File: src/rtl/core/lkvt_pkg.sv
// ----------------------------------------------------------------------------
// lkvt_pkg: shared definitions for the linear key/value table
// Default parameters, operation and status codes, and the controller to
// datapath command bundle.
// ----------------------------------------------------------------------------
package lkvt_pkg;

    localparam int CAPACITY_DEF      = 64;
    localparam int KEY_BYTES_DEF     = 8;
    localparam int PAYLOAD_BYTES_DEF = 8;

    localparam int DATA_W  = 64;
    localparam int LEN_W   = 4;
    localparam int MODE_W  = 2;
    localparam int STAT_W  = 2;
    localparam int LIMIT_W = 7;

    localparam logic [LIMIT_W-1:0] CAP_LIMIT_RESET = 7'd64;

    typedef enum logic [MODE_W-1:0] {
        MODE_INSERT = 2'd0,
        MODE_GET    = 2'd1,
        MODE_UPDATE = 2'd2,
        MODE_DELETE = 2'd3
    } t_mode;

    typedef enum logic [STAT_W-1:0] {
        ST_OK      = 2'd0,
        ST_MISSING = 2'd1,
        ST_FULL    = 2'd2
    } t_status;

    // Commands from the controller to the datapath
    typedef struct packed {
        logic load;       // latch the masked key, compare mask and payload
        logic rd_en;      // read both stores at the read address
        logic wr_key;     // write the key store at the write address
        logic wr_pay;     // write the payload store at the write address
        logic shift_src;  // write data comes from the last read, not the item
        logic cap_pay;    // keep the payload just read as the result
        logic publish;    // move the result payload to the output register
    } t_cmd;

endpackage

File: src/rtl/core/lkvt_ctrl.sv
// ----------------------------------------------------------------------------
// lkvt_ctrl: sequencer for the linear key/value table
// Holds the entry count and capacity register, steps the scan and the
// shift-down, and owns the handshakes and the result status.
// ----------------------------------------------------------------------------
module lkvt_ctrl
    import lkvt_pkg::*;
#(
    parameter int CAPACITY = CAPACITY_DEF,
    localparam int IW = (CAPACITY > 1) ? $clog2(CAPACITY) : 1,
    localparam int CW = $clog2(CAPACITY + 1)
) (
    input  logic               i_clk,
    input  logic               i_rst_n,
    input  logic               i_in_valid,
    output logic               o_in_stall,
    input  logic [MODE_W-1:0]  i_mode,
    input  logic               i_cfg_valid,
    output logic               o_cfg_ready,
    input  logic [LIMIT_W-1:0] i_cfg_data,
    output logic               o_out_valid,
    input  logic               i_out_stall,
    output logic [STAT_W-1:0]  o_status,
    output logic [LIMIT_W-1:0] o_entries_held,
    input  logic               i_hit,
    output t_cmd               o_cmd,
    output logic [IW-1:0]      o_rd_addr,
    output logic [IW-1:0]      o_wr_addr
);

    localparam int LW = (CW > LIMIT_W) ? CW : LIMIT_W;

    typedef enum logic [2:0] {
        S_IDLE,
        S_INS,
        S_SCAN,
        S_SHIFT,
        S_DONE
    } t_state;

    t_state             r_state,       n_state;
    t_mode              r_mode,        n_mode;
    logic [CW-1:0]      r_count,       n_count;
    logic [LIMIT_W-1:0] r_cap,         n_cap;
    logic [CW-1:0]      r_ra,          n_ra;
    logic               r_rv,          n_rv;
    logic [IW-1:0]      r_ci,          n_ci;
    t_status            r_status,      n_status;
    logic               r_out_valid,   n_out_valid;
    t_status            r_out_status,  n_out_status;
    logic [LIMIT_W-1:0] r_out_entries, n_out_entries;

    logic    full;
    logic    issue;
    logic [LW-1:0] count_ext;

    assign count_ext = LW'(r_count);
    assign full      = (count_ext >= LW'(CAPACITY)) || (count_ext >= LW'(r_cap));
    assign issue     = r_ra < r_count;

    always_comb begin
        n_state       = r_state;
        n_mode        = r_mode;
        n_count       = r_count;
        n_cap         = r_cap;
        n_ra          = r_ra;
        n_rv          = r_rv;
        n_ci          = r_ci;
        n_status      = r_status;
        n_out_valid   = r_out_valid;
        n_out_status  = r_out_status;
        n_out_entries = r_out_entries;
        o_cmd         = '0;
        o_rd_addr     = r_ra[IW-1:0];
        o_wr_addr     = r_count[IW-1:0];

        if (i_cfg_valid) begin
            n_cap = i_cfg_data;
        end
        if (r_out_valid && !i_out_stall) begin
            n_out_valid = 1'b0;
        end

        case (r_state)
            S_IDLE: begin
                if (i_in_valid) begin
                    o_cmd.load = 1'b1;
                    n_mode     = t_mode'(i_mode);
                    n_ra       = '0;
                    n_rv       = 1'b0;
                    if (t_mode'(i_mode) == MODE_INSERT) begin
                        if (full) begin
                            n_status = ST_FULL;
                            n_state  = S_DONE;
                        end else begin
                            n_state = S_INS;
                        end
                    end else if (r_count == '0) begin
                        n_status = ST_MISSING;
                        n_state  = S_DONE;
                    end else begin
                        n_state = S_SCAN;
                    end
                end
            end
            S_INS: begin
                o_cmd.wr_key = 1'b1;
                o_cmd.wr_pay = 1'b1;
                n_count      = r_count + 1'b1;
                n_status     = ST_OK;
                n_state      = S_DONE;
            end
            S_SCAN: begin
                if (r_rv && i_hit) begin
                    n_status = ST_OK;
                    n_state  = S_DONE;
                    case (r_mode)
                        MODE_GET: begin
                            o_cmd.cap_pay = 1'b1;
                        end
                        MODE_UPDATE: begin
                            o_cmd.wr_pay = 1'b1;
                            o_wr_addr    = r_ci;
                        end
                        MODE_DELETE: begin
                            // Pull the later entries down over the match
                            n_ra    = CW'(r_ci) + 1'b1;
                            n_rv    = 1'b0;
                            n_state = S_SHIFT;
                        end
                        default: begin
                        end
                    endcase
                end else if (r_rv && (CW'(r_ci) == r_count - 1'b1)) begin
                    n_status = ST_MISSING;
                    n_state  = S_DONE;
                end else if (issue) begin
                    o_cmd.rd_en = 1'b1;
                    n_ci        = r_ra[IW-1:0];
                    n_ra        = r_ra + 1'b1;
                    n_rv        = 1'b1;
                end else begin
                    n_rv = 1'b0;
                end
            end
            S_SHIFT: begin
                if (r_rv) begin
                    o_cmd.wr_key    = 1'b1;
                    o_cmd.wr_pay    = 1'b1;
                    o_cmd.shift_src = 1'b1;
                    o_wr_addr       = IW'(r_ci - 1'b1);
                end
                if (issue) begin
                    o_cmd.rd_en = 1'b1;
                    n_ci        = r_ra[IW-1:0];
                    n_ra        = r_ra + 1'b1;
                    n_rv        = 1'b1;
                end else begin
                    n_rv = 1'b0;
                    if (!r_rv) begin
                        n_count  = r_count - 1'b1;
                        n_status = ST_OK;
                        n_state  = S_DONE;
                    end
                end
            end
            S_DONE: begin
                if (!r_out_valid || !i_out_stall) begin
                    o_cmd.publish = 1'b1;
                    n_out_valid   = 1'b1;
                    n_out_status  = r_status;
                    n_out_entries = count_ext[LIMIT_W-1:0];
                    n_state       = S_IDLE;
                end
            end
            default: begin
                n_state = S_IDLE;
            end
        endcase
    end

    always_ff @(posedge i_clk) begin
        if (!i_rst_n) begin
            r_state     <= S_IDLE;
            r_count     <= '0;
            r_cap       <= CAP_LIMIT_RESET;
            r_rv        <= 1'b0;
            r_out_valid <= 1'b0;
        end else begin
            r_state     <= n_state;
            r_count     <= n_count;
            r_cap       <= n_cap;
            r_rv        <= n_rv;
            r_out_valid <= n_out_valid;
        end
        r_mode        <= n_mode;
        r_ra          <= n_ra;
        r_ci          <= n_ci;
        r_status      <= n_status;
        r_out_status  <= n_out_status;
        r_out_entries <= n_out_entries;
    end

    assign o_in_stall     = (r_state != S_IDLE);
    assign o_cfg_ready    = 1'b1;
    assign o_out_valid    = r_out_valid;
    assign o_status       = r_out_status;
    assign o_entries_held = r_out_entries;

    a_count_bound: assert property (@(posedge i_clk) disable iff (!i_rst_n)
        LW'(r_count) <= LW'(CAPACITY))
        else $error("entry count beyond capacity");

    a_insert_grows: assert property (@(posedge i_clk) disable iff (!i_rst_n)
        (r_state == S_INS) |=> (r_count == CW'($past(r_count) + 1'b1)))
        else $error("insert did not advance the entry count");

    a_no_rw_clash: assert property (@(posedge i_clk) disable iff (!i_rst_n)
        (o_cmd.wr_key && o_cmd.rd_en) |-> (o_wr_addr != o_rd_addr))
        else $error("shift writes the entry it reads");

    a_scan_in_range: assert property (@(posedge i_clk) disable iff (!i_rst_n)
        ((r_state == S_SCAN) || (r_state == S_SHIFT)) |-> (r_ra <= r_count))
        else $error("scan address past the last entry");

endmodule

File: config.mk
export PLATFORM = sky130hd
export DESIGN_NAME = lkvt_ctrl
export DESIGN_NICKNAME = d
export VERILOG_FILES = /design/src/rtl/core/lkvt_pkg.sv /design/src/rtl/core/lkvt_ctrl.sv
export SDC_FILE = /design/constraint.sdc
export NUM_CORES = 1
export LEC_CHECK = 0
export ABC_CLOCK_PERIOD_IN_PS = 2900
export BUFFER_PORTS_ARGS = -buffer_cell sky130_fd_sc_hd__clkbuf_2
export CAP_MARGIN = 5
export CORE_MARGIN = 8
export CORE_UTILIZATION = 57
export DETAILED_ROUTE_END_ITERATION = 7
export MAX_ROUTING_LAYER = met4
export PLACE_DENSITY = 0.8
export SYNTH_ARGS = -nofsm -noshare
export SYNTH_HDL_FRONTEND = slang
export SYNTH_SLANG_ARGS = --single-unit
File: constraint.sdc
create_clock -name i_clk -period 2.9 [get_ports i_clk]
set_input_delay 0.58 -clock i_clk [delete_from_list [all_inputs] [get_ports i_clk]]
set_output_delay 0.58 -clock i_clk [all_outputs]
set_load 0.1 [all_outputs]
Word-level counts from Yosys, hierarchy flattened. Index checks and enable logic that the tools add are counted.

Output and inout bits: 31. Register bits after elaboration: 45. Input bits: 15.

Add/sub/neg operators: 5. Equal/unequal tests: 19. Reduce and logical (&&, ||, !) cells: 22. Muxes and demuxes: 62. $lt $le $gt $ge: 3.

Operators with widths (number): 7-bit 2-to-1 mux (7); 6-bit 2-to-1 mux (6); 3-bit 2-to-1 mux (11); 6-bit one-hot mux with 2 select lines (2); 7-bit one-hot mux with 3 select lines (1); 1-bit 2-to-1 mux (20); 2-bit 2-to-1 mux (8); 3-bit one-hot mux with 5 select lines (1); 7-bit by 1-bit adder with 7-bit output (second input constant) (2); 7-bit one-hot mux with 2 select lines (1); 2-bit != test (second input constant) (6); 3-bit != test (second input constant) (4); 2-bit one-hot mux with 4 select lines (1); 6-bit by 1-bit adder with 7-bit output (second input constant) (1); 6-bit by 7-bit equality test with 1-bit output (1); 7-bit >= comparator (1); 7-bit >= comparator (second input constant) (1); 7-bit zero test (1); 7-bit < comparator (1); 7-bit AND reduction (1); 7-bit by 1-bit subtractor with 7-bit output (second input constant) (1); 3-bit by 2-bit equality test with 1-bit output (second input constant) (2); 1-bit one-hot mux with 3 select lines (2); 3-bit AND reduction (2); other kinds (18) (27).

Logic depth before layout (Yosys ltp). Gate-level depths: netlist of run 1.

Depth after elaboration: 6. Depth in mapped cells: 10. Mapped depth without buffers: 8.

Worst setup path after synthesis of run 1. No wires, ideal clock.

Kind: register to output. From: register r_count[1] (netlist: count_ext[1]). To: output o_cmd[5] (netlist bit). Required time: 2.320 ns. Data arrival time: 3.343 ns. Setup slack: -1.023 ns. Stages on the path, launching flop included: 10. Path through: dfxtp_1 clkbuf_1 inv_1 ha_1 nand2_1 o21ai_1 a211oi_2 buf_2 o21ai_0 a31oi_1.

RTL lines: start, declared (line lkvt_ctrl.sv:43) `logic [CW-1:0] r_count, n_count;`; start signal, assigned (line lkvt_ctrl.sv:191) `r_count <= n_count;`; end, declared (line lkvt_ctrl.sv:26) `output t_cmd o_cmd,`.

Worst setup path in the final report of run 1.
From: register r_state[2]. To: output o_wr_addr[0].

Word-level cells in the longest chain between the ends: 2. Elaborated cells between the ends (all ways): 3. Classes of those cells: eq/ne: 2; mux: 1.

RTL lines: start, declared (line lkvt_ctrl.sv:41) `t_state r_state, n_state;`; start signal, assigned (line lkvt_ctrl.sv:190) `r_state <= n_state;`; 3-bit by 2-bit equality test with 1-bit output (line lkvt_ctrl.sv:84) `case (r_state)`; 6-bit one-hot mux with 2 select lines (*) (line lkvt_ctrl.sv:84); end, declared (line lkvt_ctrl.sv:28) `output logic [IW-1:0] o_wr_addr`.

Every way passes the cells marked *; elsewhere a longest branch is shown, timed or not.

==> impl_metrics.sql, run 1 <==
INSERT INTO impl_metrics (metric_group, metric, value, unit) VALUES
('drt', 'drt-total-wl', '7680', 'microns'),
('drt', 'dr.pass1.iters', '7', ''),
('cts', 'clkSlewWorstSetupHoldPaths', '90', 'ps'),
('drt', 'first_iter_violations', '230', ''),
('place', 'finalWeightedCongestion', '0.914', ''),
('status', 'run_status', 'finished clean', ''),
('floorplan', 'die_height', '89.4', 'microns'),
('cts', 'cts_root_buffer', 'clkbuf_8', ''),
('place', 'buffer_ports.inserted', '44', ''),
('cts', 'tritoncts.num_buffers', '5', ''),
('synth', 'synth_cell_types', '63', ''),
('timing', 'final_setup_violation_count', '0', ''),
('global_routing', 'grt_max_degree', '16', ''),
('timing', 'finalMaxSlewViolations', '0', ''),
('timing', 'finalCriticalPeriod', '2870', 'ps'),
('critical_path', 'end_kind', 'output pin', ''),
('drt', 'routed_wire_length_per_instance', '17.2', 'microns'),
('synth', 'seq_area_frac_synth', '0.378', ''),
('synth', 'synthesis.area', '0.00307', 'sq mm'),
('global_routing', 'grt.busiest_layer', 'met2', ''),
('pwr', 'power.density_cell_area', '916', 'mW/mm^2'),
('synth', 'number_of_instances_in_the_synthesized_netlist', '333', ''),
('timing', 'worst_clock_skew', '11.7', 'ps'),
('cells_and_area', 'area_delta_synth_final', '20.9', '%'),
('timing', 'layout_worst_path_cycle_share', '0.990', ''),
('drt', 'drt.antenna.violating_nets', '0', ''),
('global_routing', 'grt.met2_usage', '0.312', ''),
('critical_path', 'worstReg2RegStart', 'count_ext[2]', ''),
('drt', 'vias_per_cell', '6.17', ''),
('pwr', 'post-layout-total-power', '3.40', 'mW'),
('floorplan', 'row_count', '26', ''),
('critical_path', 'crit_arrival', '2290', 'ps'),
('pwr', 'switching_power', '1.78', 'mW'),
('pwr', 'cellInternalPower', '1.62', 'mW'),
('timing', 'tightestPinTransition', '548', 'ps'),
('timing', 'layout_setup_ws', '29.2', 'ps'),
('global_routing', 'congestion_overflow_gr', '0', ''),
('timing', 'report.final.hold_viol_count', '0', ''),
('synth', 'syn-mean-instance-area', '9.22', 'sq um'),
('global_routing', 'number_of_antenna_violations_at_the_first_check_in_global_routing', '0', ''),
('min_path', 'worst_hold_path_type', 'register to register', ''),
('synth', 'postSynth.topFlopCell', 'edfxtp_1', ''),
('pwr', 'swShare', '0.523', ''),
('cts', 'tritoncts', 'built', ''),
('critical_path', 'crit_path_max_fanout', '11', ''),
('place', 'dp_hpwl', '5580', 'microns'),
('synth', 'synth_common_cells', 'edfxtp_1 (26), nand2_1 (26), nor2_1 (25)', ''),
('critical_path', 'critical_path.reg2reg.endpoint', 'r_status[0]', ''),
('floorplan', 'die_outline_area', '0.00799', 'sq mm'),
('critical_path', 'timing_worst_setup_path_type', 'register to output pin', ''),
('critical_path', 'startpoint_type', 'register', ''),
('job', 'maxCapViolations', '0', ''),
('pwr', 'ir_drop', '0.787', 'mV'),
('synth', 'largest_cells_by_area_after_synthesis', 'edfxtp_1 (25%), dfxtp_1 (12%), ha_1 (7.7%)', ''),
('place', 'numPlacedInstances', '435', ''),
('place', 'place_worst_setup_slack', '179', 'ps'),
('critical_path', 'reg2reg_setup_slack', '390', 'ps'),
('floorplan', 'floorplan.initialDensity', '0.597', ''),
('cells_and_area', 'n_antenna_cell', '0', ''),
('critical_path', 'cp-endpoint', 'o_wr_addr[0]', ''),
('place', 'placed_area', '0.00354', 'sq mm'),
('cells_and_area', 'fin_area', '0.00371', 'sq mm'),
('floorplan', 'core_area', '0.00514', 'sq mm'),
('global_routing', 'wire_length_of_the_first_global_routing_pass', '11800', 'microns'),
('pwr', 'power_share_of_the_clock_group', '0.132', ''),
('floorplan', 'floorplan.io_pins', '46', ''),
('pwr', 'leakage_power_of_the_design', '1.47', 'nW'),
('global_routing', 'grt_usage', '0.196', ''),
('critical_path', 'critical_path.startpoint', 'r_state[2]', ''),
('cells_and_area', 'design.final.nets', '411', ''),
('critical_path', 'r2r_cells', '9', '');
-- power by group through the flow --
stage	registers, mW	logic, mW	clock network, mW
CTS	1.04	1.86	0.455
floorplan	1.26	1.30	0
detailed placement	1.06	1.83	0
global placement	1.05	1.80	0
finish	1.04	1.92	0.448
global route	1.05	2.02	0.472
-- stage by stage --
stage / hold WS [ps] / util
2_1_floorplan: 400 / -
3_3_place_gp: 402 / 0.689
3_5_place_dp: 407 / 0.689
4_1_cts: 429 / 0.711
5_1_grt: 437 / 0.722
6_report: 432 / 0.722
-- state kept, by name, summed over array words and instances, names as in the netlist --
register        flops
count_ext           7
o_entries_held      7
o_out_valid         1
o_status            2
r_cap               7
r_ci                6
r_mode              2
r_ra                7
r_rv                1
r_state             3
r_status            2
-- worst min-delay path by stage --
stage / start / end / slack, ps / cells after the start
5_1_grt: r_status[0] / o_status[0] / 440 / 0
2_1_floorplan: r_status[0] / o_status[0] / 400 / 0
3_3_place_gp: r_status[0] / o_status[0] / 400 / 0
4_1_cts: r_status[0] / o_status[0] / 430 / 0
3_5_place_dp: r_status[0] / o_status[0] / 410 / 0
6_report: r_status[1] / o_status[1] / 430 / 0
-- repair_timing --
item                                    4_1_cts  5_1_grt
resized for setup                             2        7
endpoints found under the setup margin        1        5
buffers inserted                              1        4
pin swaps                                     0        1
hold endpoints to repair                      0        0
-- final cells by class --
cell class,instances,share of cell area
inverters,23,0.0243
repair buffers,66,0.140
multi-input cells,236,0.468
clock buffers,7,0.0263
flip-flops and latches,45,0.315
well taps,70,0.0236
clock inverters,1,0.00236
-- cell usage in the layout (no fill, tap or decap), types with 4 or more instances in the layout --
cell / n
clkbuf_2: 35
edfxtp_1: 26
nor2_1: 25
nand2_1: 25
inv_1: 22
buf_4: 22
ha_1: 18
dfxtp_1: 15
a21oi_1: 14
o21ai_0: 10
a211oi_1: 9
xnor2_1: 9
mux2i_1: 9
buf_12: 9
xor2_1: 8
nand4_1: 8
nor3_1: 7
a31oi_1: 6
o22ai_1: 6
or3_1: 5
clkbuf_8: 5
o211ai_1: 4
nand2b_1: 4
nor3b_1: 4
nand3_1: 4
-- critical path: stages (launching register included) --
cell and delay (ps):
dfxtp_2 390, nand2b_1 220, or3_4 370, nor3b_4 370, buf_4 190, nand2_1 40
o21ai_0 90, a21o_1 150, buf_12 180
-- metal layers --
layer  vias up  wire [microns]
li1       1298               -
met1      1308            3340
met2       148            3630
met3        12             620
met4         0              95
met5         -               0
-- cell families (layout without fill, tap and decap cells) --
family                   Yosys count  count (layout)  synth area share
AND/OR/NAND/NOR                  109             109             0.194
buffers and inverters             52              97            0.0819
other                              1               1           0.00122
adder cells (fa/ha/maj)           19              19            0.0774
AO/OA/AOI/OAI                     80              80             0.182
XOR/XNOR                          18              18            0.0558
flip-flops                        45              45             0.378
multiplexers                       9               9            0.0293
Note: power is estimated with default switching activity, not from simulation.
==> run 2, diff against run 1 <==
CORE_UTILIZATION = 59   (was 57)
CTS_BUF_LIST = sky130_fd_sc_hd__clkbuf_8   (was not set)
PLACE_DENSITY = 0.82   (was 0.8)
REMOVE_ABC_BUFFERS = 1   (was not set)
==> impl_metrics.sql, run 2 (synthesis results as in run 1) <==
INSERT INTO impl_metrics (metric_group, metric, value, unit) VALUES
('critical_path', 'crit_arrival', '2220', 'ps'),
('floorplan', 'row_count', '26', ''),
('critical_path', 'startpoint_type', 'register', ''),
('floorplan', 'die_height', '88.1', 'microns'),
('critical_path', 'critical_path.startpoint', 'r_state[0]', ''),
('timing', 'achievable-frequency', '0.357', 'GHz'),
('critical_path', 'end_kind', 'output pin', ''),
('timing', 'final_setup_violation_count', '0', ''),
('critical_path', 'cp-endpoint', 'o_wr_addr[1]', ''),
('global_routing', 'grt.busiest_layer', 'met2', ''),
('critical_path', 'timing_worst_setup_path_type', 'register to output pin', ''),
('cells_and_area', 'n_antenna_cell', '0', ''),
('drt', 'drt.antenna.violating_nets', '0', ''),
('cells_and_area', 'utilization', '0.726', ''),
('critical_path', 'worst-endpoint-required', '2320', 'ps'),
('place', 'buffer_ports.inserted', '44', ''),
('timing', 'layout_setup_ws', '99.2', 'ps'),
('cts', 'cts_root_buffer', 'clkbuf_8', ''),
('drt', 'vias_per_cell', '6.25', ''),
('timing', 'setup_repair_after_global_routing_missed_its_margin', 'no', ''),
('floorplan', 'die_w', '88.1', 'microns'),
('drt', 'drc', '0', ''),
('status', 'run_status', 'finished clean', ''),
('global_routing', 'wire_length_of_the_first_global_routing_pass', '12800', 'microns'),
('min_path', 'worst_hold_path_type', 'register to register', ''),
('cells_and_area', 'area_delta_synth_final', '20.0', '%'),
('timing', 'worst_clock_skew', '8.80', 'ps'),
('cts', 'tritoncts_num_sinks', '45', ''),
('critical_path', 'r2r_cells', '8', ''),
('cells_and_area', 'design.final.nets', '413', ''),
('floorplan', 'die_outline_area', '0.00777', 'sq mm'),
('pwr', 'switching_power', '1.80', 'mW'),
('timing', 'slew-limit-headroom', '0.627', ''),
('cells_and_area', 'fin_area', '0.00368', 'sq mm'),
('cts', 'tritoncts', 'built', ''),
('critical_path', 'crit_path_max_fanout', '13', ''),
('floorplan', 'floorplan.initialDensity', '0.605', ''),
('global_routing', 'met3_usage', '0.0403', ''),
('cts', 'insertion_delay', '310', 'ps'),
('pwr', 'cellInternalPower', '1.60', 'mW'),
('critical_path', 'cell_at_the_slowest_stage_of_the_critical_path', 'or3_1', ''),
('timing', 'layout_worst_path_cycle_share', '0.966', ''),
('timing', 'tightestPinTransition', '562', 'ps'),
('critical_path', 'crit_path_max_cell_delay', '480', 'ps'),
('pwr', 'ir_drop', '0.712', 'mV'),
('place', 'numPlacedInstances', '440', ''),
('timing', 'timing.hold.ws', '431', 'ps'),
('cells_and_area', 'layout_commonest_cell', 'clkbuf_2', ''),
('pwr', 'leakage_power_of_the_design', '1.48', 'nW'),
('critical_path', 'worstReg2RegStart', 'r_ra[1]', ''),
('job', 'maxCapViolations', '0', ''),
('pwr', 'comb_pwr_share', '0.585', ''),
('global_routing', 'first_global_vias', '2745', ''),
('pwr', 'swShare', '0.530', ''),
('global_routing', 'grt.met2_usage', '0.359', ''),
('global_routing', 'congestion_overflow_gr', '0', ''),
('cells_and_area', 'layout-drive-gt1-share', '0.253', ''),
('global_routing', 'gr-usage-met1', '0.254', ''),
('timing', 'report.final.hold_viol_count', '0', ''),
('drt', 'drt-total-wl', '7870', 'microns'),
('cts', 'htree_depth', '2', ''),
('pwr', 'post-layout-total-power', '3.40', 'mW'),
('global_routing', 'number_of_antenna_violations_at_the_first_check_in_global_routing', '0', ''),
('cells_and_area', 'final-instance-count-excl-fill', '450', ''),
('place', 'dp_hpwl', '5720', 'microns'),
('place', 'placed_area', '0.00353', 'sq mm'),
('drt', 'routed_wire_length_per_instance', '17.5', 'microns'),
('critical_path', 'critical_path.cell_chain', 'or3_1, nor3b_4, nor2_2, a221o_1, buf_12', ''),
('place', 'place_worst_setup_slack', '153', 'ps'),
('timing', 'setup-tns-final', '0', 'ps'),
('critical_path', 'critical_path.reg2reg.endpoint', 'r_status[0]', ''),
('global_routing', 'grt_usage', '0.218', ''),
('timing', 'finalCriticalPeriod', '2800', 'ps'),
('pwr', 'power.density_cell_area', '922', 'mW/mm^2'),
('drt', 'via_count', '2811', ''),
('timing', 'finalMaxSlewViolations', '0', ''),
('pwr', 'power_share_of_the_clock_group', '0.118', ''),
('floorplan', 'core_area', '0.00507', 'sq mm'),
('global_routing', 'grt_max_degree', '16', ''),
('cells_and_area', 'mostFrequentLayoutCells', 'clkbuf_2 (34), nand2_1 (26), edfxtp_1 (26)', ''),
('place', 'finalWeightedCongestion', '0.903', ''),
('cts', 'clkSlewWorstSetupHoldPaths', '90', 'ps'),
('drt', 'first_iter_violations', '171', ''),
('cts', 'tritoncts.num_buffers', '5', ''),
('floorplan', 'floorplan.io_pins', '46', ''),
('critical_path', 'reg2reg_setup_slack', '430', 'ps'),
('drt', 'dr.pass1.iters', '5', ''),
('cells_and_area', 'nFillCells', '370', ''),
('pwr', 'p_seq_frac', '0.297', ''),
('cts', 'clock_tree.buffer_depth', '2', '');
[run 2: how the worst min path moves through the flow]
stage,start,end,slack (ps),depth (start not counted)
6_report,r_status[0],o_status[0],430,0
5_1_grt,r_status[0],o_status[0],430,0
4_1_cts,r_status[0],o_status[0],430,0
3_5_place_dp,r_status[0],o_status[0],410,0
3_3_place_gp,r_status[1],o_status[1],410,0
2_1_floorplan,r_status[0],o_status[0],400,0
[run 2: worst max-delay path, delay by kind of cell, from the launching register on]
family,cells,cell delay [ps]
AOI/OAI and AO/OA,1,350
buffers and inverters,1,180
and+or+nand+nor,3,930
DFF,1,450
[run 2: metal layers]
layer  vias to the layer above  part of all wire
met1                      1321              0.41
met4                         0             0.027
met3                        33             0.087
met2                       159              0.47
met5                         -                 0
li1                       1298                 -
[run 2: repair_timing]
action	in CTS	in global routing
endpoints found under the setup margin	1	1
buffers inserted	0	2
resized for setup	3	10
hold buffers	0	0
hold endpoints to repair	0	0
[run 2: power groups by stage]
| stage | logic (mW) | clock network [mW] | registers [mW] |
|---|---|---|---|
| after floorplan | 0.863 | 0 | 1.58 |
| after global placement | 1.87 | 0 | 1.02 |
| after detailed placement | 1.91 | 0 | 1.02 |
| after CTS | 1.93 | 0.406 | 1.01 |
| after global routing | 2.09 | 0.430 | 1.03 |
| final | 1.99 | 0.401 | 1.01 |
[run 2: cell type report]
cell class / instances / area [sq um] / area share
tap: 70 / 87.6 / 0.0238
multi-input combinational: 236 / 1710 / 0.463
clock inverter: 3 / 18.8 / 0.00509
inverter: 23 / 86.3 / 0.0234
timing repair buffer: 68 / 551 / 0.149
clock buffer: 5 / 68.8 / 0.0187
sequential: 45 / 1170 / 0.316
==> run 3, diff against run 2 <==
CORE_ASPECT_RATIO = 0.6   (was not set)
SKIP_LAST_GASP = 1   (was not set)
==> impl_metrics.sql, run 3 (synthesis results as in run 1) <==
INSERT INTO impl_metrics (metric_group, metric, value, unit) VALUES
('place', 'place_worst_setup_slack', '177', 'ps'),
('drt', 'vias_per_cell', '6.08', ''),
('cts', 'tritoncts', 'built', ''),
('job', 'maxCapViolations', '0', ''),
('floorplan', 'die_height', '71.9', 'microns'),
('critical_path', 'startpoint_type', 'register', ''),
('global_routing', 'number_of_antenna_violations_at_the_first_check_in_global_routing', '0', ''),
('timing', 'report.final.hold_viol_count', '0', ''),
('timing', 'final_setup_violation_count', '0', ''),
('global_routing', 'congestion_overflow_gr', '0', ''),
('critical_path', 'worst-endpoint-required', '2320', 'ps'),
('drt', 'drt-total-wl', '8050', 'microns'),
('pwr', 'post-layout-total-power', '3.46', 'mW'),
('cells_and_area', 'design.final.nets', '413', ''),
('place', 'buffer_ports.inserted', '44', ''),
('critical_path', 'cell_at_the_slowest_stage_of_the_critical_path', 'o31ai_2', ''),
('critical_path', 'crit_path_max_fanout', '6', ''),
('min_path', 'holdCritStartpoint', 'r_status[0]', ''),
('cells_and_area', 'layout-drive-gt1-share', '0.250', ''),
('timing', 'layout_worst_path_cycle_share', '0.973', ''),
('drt', 'dr.pass1.iters', '5', ''),
('global_routing', 'wire_length_of_the_first_global_routing_pass', '12600', 'microns'),
('cells_and_area', 'n_antenna_cell', '0', ''),
('place', 'dp_hpwl', '6000', 'microns'),
('cells_and_area', 'final-instance-count-excl-fill', '446', ''),
('cells_and_area', 'final-seq-area', '0.00117', 'sq mm'),
('drt', 'first_iter_violations', '247', ''),
('drt', 'via_count', '2712', ''),
('critical_path', 'end_kind', 'output pin', ''),
('cells_and_area', 'multi_input_area', '0.00168', 'sq mm'),
('cells_and_area', 'layout_commonest_cell', 'clkbuf_2', ''),
('cts', 'tritoncts_num_sinks', '45', ''),
('cts', 'htree_depth', '2', ''),
('drt', 'drt.antenna.violating_nets', '0', ''),
('floorplan', 'core_area', '0.00503', 'sq mm'),
('min_path', 'worst_hold_path_type', 'register to register', ''),
('timing', 'slew-limit-headroom', '0.637', ''),
('critical_path', 'r2r_cells', '9', ''),
('critical_path', 'timing_worst_setup_path_type', 'register to output pin', ''),
('critical_path', 'critical_path.reg2reg.endpoint', 'r_status[1]', ''),
('drt', 'routed_wire_length_per_instance', '18.0', 'microns'),
('cts', 'insertion_delay', '310', 'ps'),
('critical_path', 'crit_path_max_cell_delay', '350', 'ps'),
('critical_path', 'critical_path.cell_chain', 'inv_1, ha_2, nor2_1, and4_1, o31ai_2, nand2_2, a31oi_4, buf_12', ''),
('critical_path', 'crit_arrival', '2240', 'ps'),
('pwr', 'power.density_cell_area', '941', 'mW/mm^2'),
('timing', 'layout_setup_ws', '78.3', 'ps'),
('timing', 'finalCriticalPeriod', '2820', 'ps'),
('cells_and_area', 'nFillCells', '345', ''),
('timing', 'tightestPinTransition', '547', 'ps'),
('floorplan', 'die_outline_area', '0.00784', 'sq mm'),
('floorplan', 'row_count', '20', ''),
('pwr', 'leakage_power_of_the_design', '1.48', 'nW'),
('cts', 'clock_tree.buffer_depth', '2', ''),
('place', 'finalWeightedCongestion', '0.923', ''),
('cts', 'clkSlewWorstSetupHoldPaths', '80', 'ps'),
('cts', 'tritoncts.num_buffers', '5', ''),
('floorplan', 'die_w', '109', 'microns'),
('critical_path', 'worstReg2RegStart', 'count_ext[6]', ''),
('status', 'run_status', 'finished clean', ''),
('global_routing', 'first_global_vias', '2505', ''),
('critical_path', 'reg2reg_setup_slack', '400', 'ps'),
('min_path', 'whs_endpoint', 'o_status[0]', ''),
('timing', 'worst_clock_skew', '9.21', 'ps'),
('floorplan', 'floorplan.io_pins', '46', ''),
('place', 'numPlacedInstances', '438', ''),
('cells_and_area', 'area_delta_synth_final', '19.6', '%'),
('cts', 'cts_hold_repair.buffers', '0', ''),
('pwr', 'ir_drop', '0.593', 'mV'),
('min_path', 'hold_path_depth', '0', ''),
('timing', 'finalMaxSlewViolations', '0', ''),
('cts', 'cts_root_buffer', 'clkbuf_8', ''),
('global_routing', 'grt_max_degree', '16', ''),
('timing', 'achievable-frequency', '0.354', 'GHz'),
('cells_and_area', 'mostFrequentLayoutCells', 'clkbuf_2 (34), nand2_1 (26), edfxtp_1 (26)', ''),
('drt', 'drc', '0', ''),
('global_routing', 'grt_usage', '0.211', ''),
('timing', 'setup_repair_after_global_routing_missed_its_margin', 'yes', ''),
('floorplan', 'floorplan.initialDensity', '0.610', '');
## run 3: how the worst max path moves through the flow
stage / from / endpoint / slack [ps] / depth (start not counted)
2_1_floorplan: r_ra[4] / o_cmd[5] / -1730 / 6
3_3_place_gp: i_hit / o_wr_addr[0] / 230 / 9
3_5_place_dp: i_hit / o_wr_addr[0] / 180 / 9
4_1_cts: count_ext[0] / o_cmd[5] / 20 / 8
5_1_grt: count_ext[4] / o_cmd[5] / -20 / 8
6_report: count_ext[0] / o_cmd[5] / 80 / 8
## run 3: power by group
part	switching, mW	leakage (nW)	internal [mW]	total [mW]
logic	1.43	1.01	0.536	1.97
clock network	0.227	0.0595	0.255	0.483
registers	0.125	0.407	0.881	1.01
total	1.78	1.48	1.67	3.46
## run 3: timing repair
item,CTS,global route
resized for setup,3,5
setup endpoints to repair,1,2
buffers inserted,0,0
pin swaps,0,1
gates cloned,0,0
## run 3: cell type report
cell class	instances	area share
Clock buffer	5	0.0187
Sequential cell	45	0.318
Inverter	23	0.0235
Timing Repair Buffer	68	0.150
Multi-Input combinational cell	236	0.456
Clock inverter	3	0.0116
Tap cell	66	0.0225
## run 3: per-stage QoR
stage,util,instance area [sq um],setup TNS (ps),hold WS [ps]
after global placement,0.703,3540,0,404
after CTS,0.727,3660,0,429
final,0.730,3670,0,426
after detailed placement,0.703,3540,0,407
after global routing,0.730,3670,-20.2,432
after floorplan,-,2910,-11430,400
## run 3: layer usage
layer / vias up / part of all wire / GRT usage
li1: 1297 / - / -
met1: 1256 / 0.44 / 0.283
met2: 145 / 0.44 / 0.317
met3: 14 / 0.10 / 0.0376
met4: 0 / 0.013 / 0.0664
met5: - / 0 / -
## run 3: critical path: cells and delay by family, from the launching register on
kind / cells / cell delay (ps)
AO/OA/AOI/OAI: 2 / 590
buffers and inverters: 2 / 320
adder cells (fa/ha/maj): 1 / 270
AND/OR/NAND/NOR: 3 / 430
flip-flops: 1 / 320
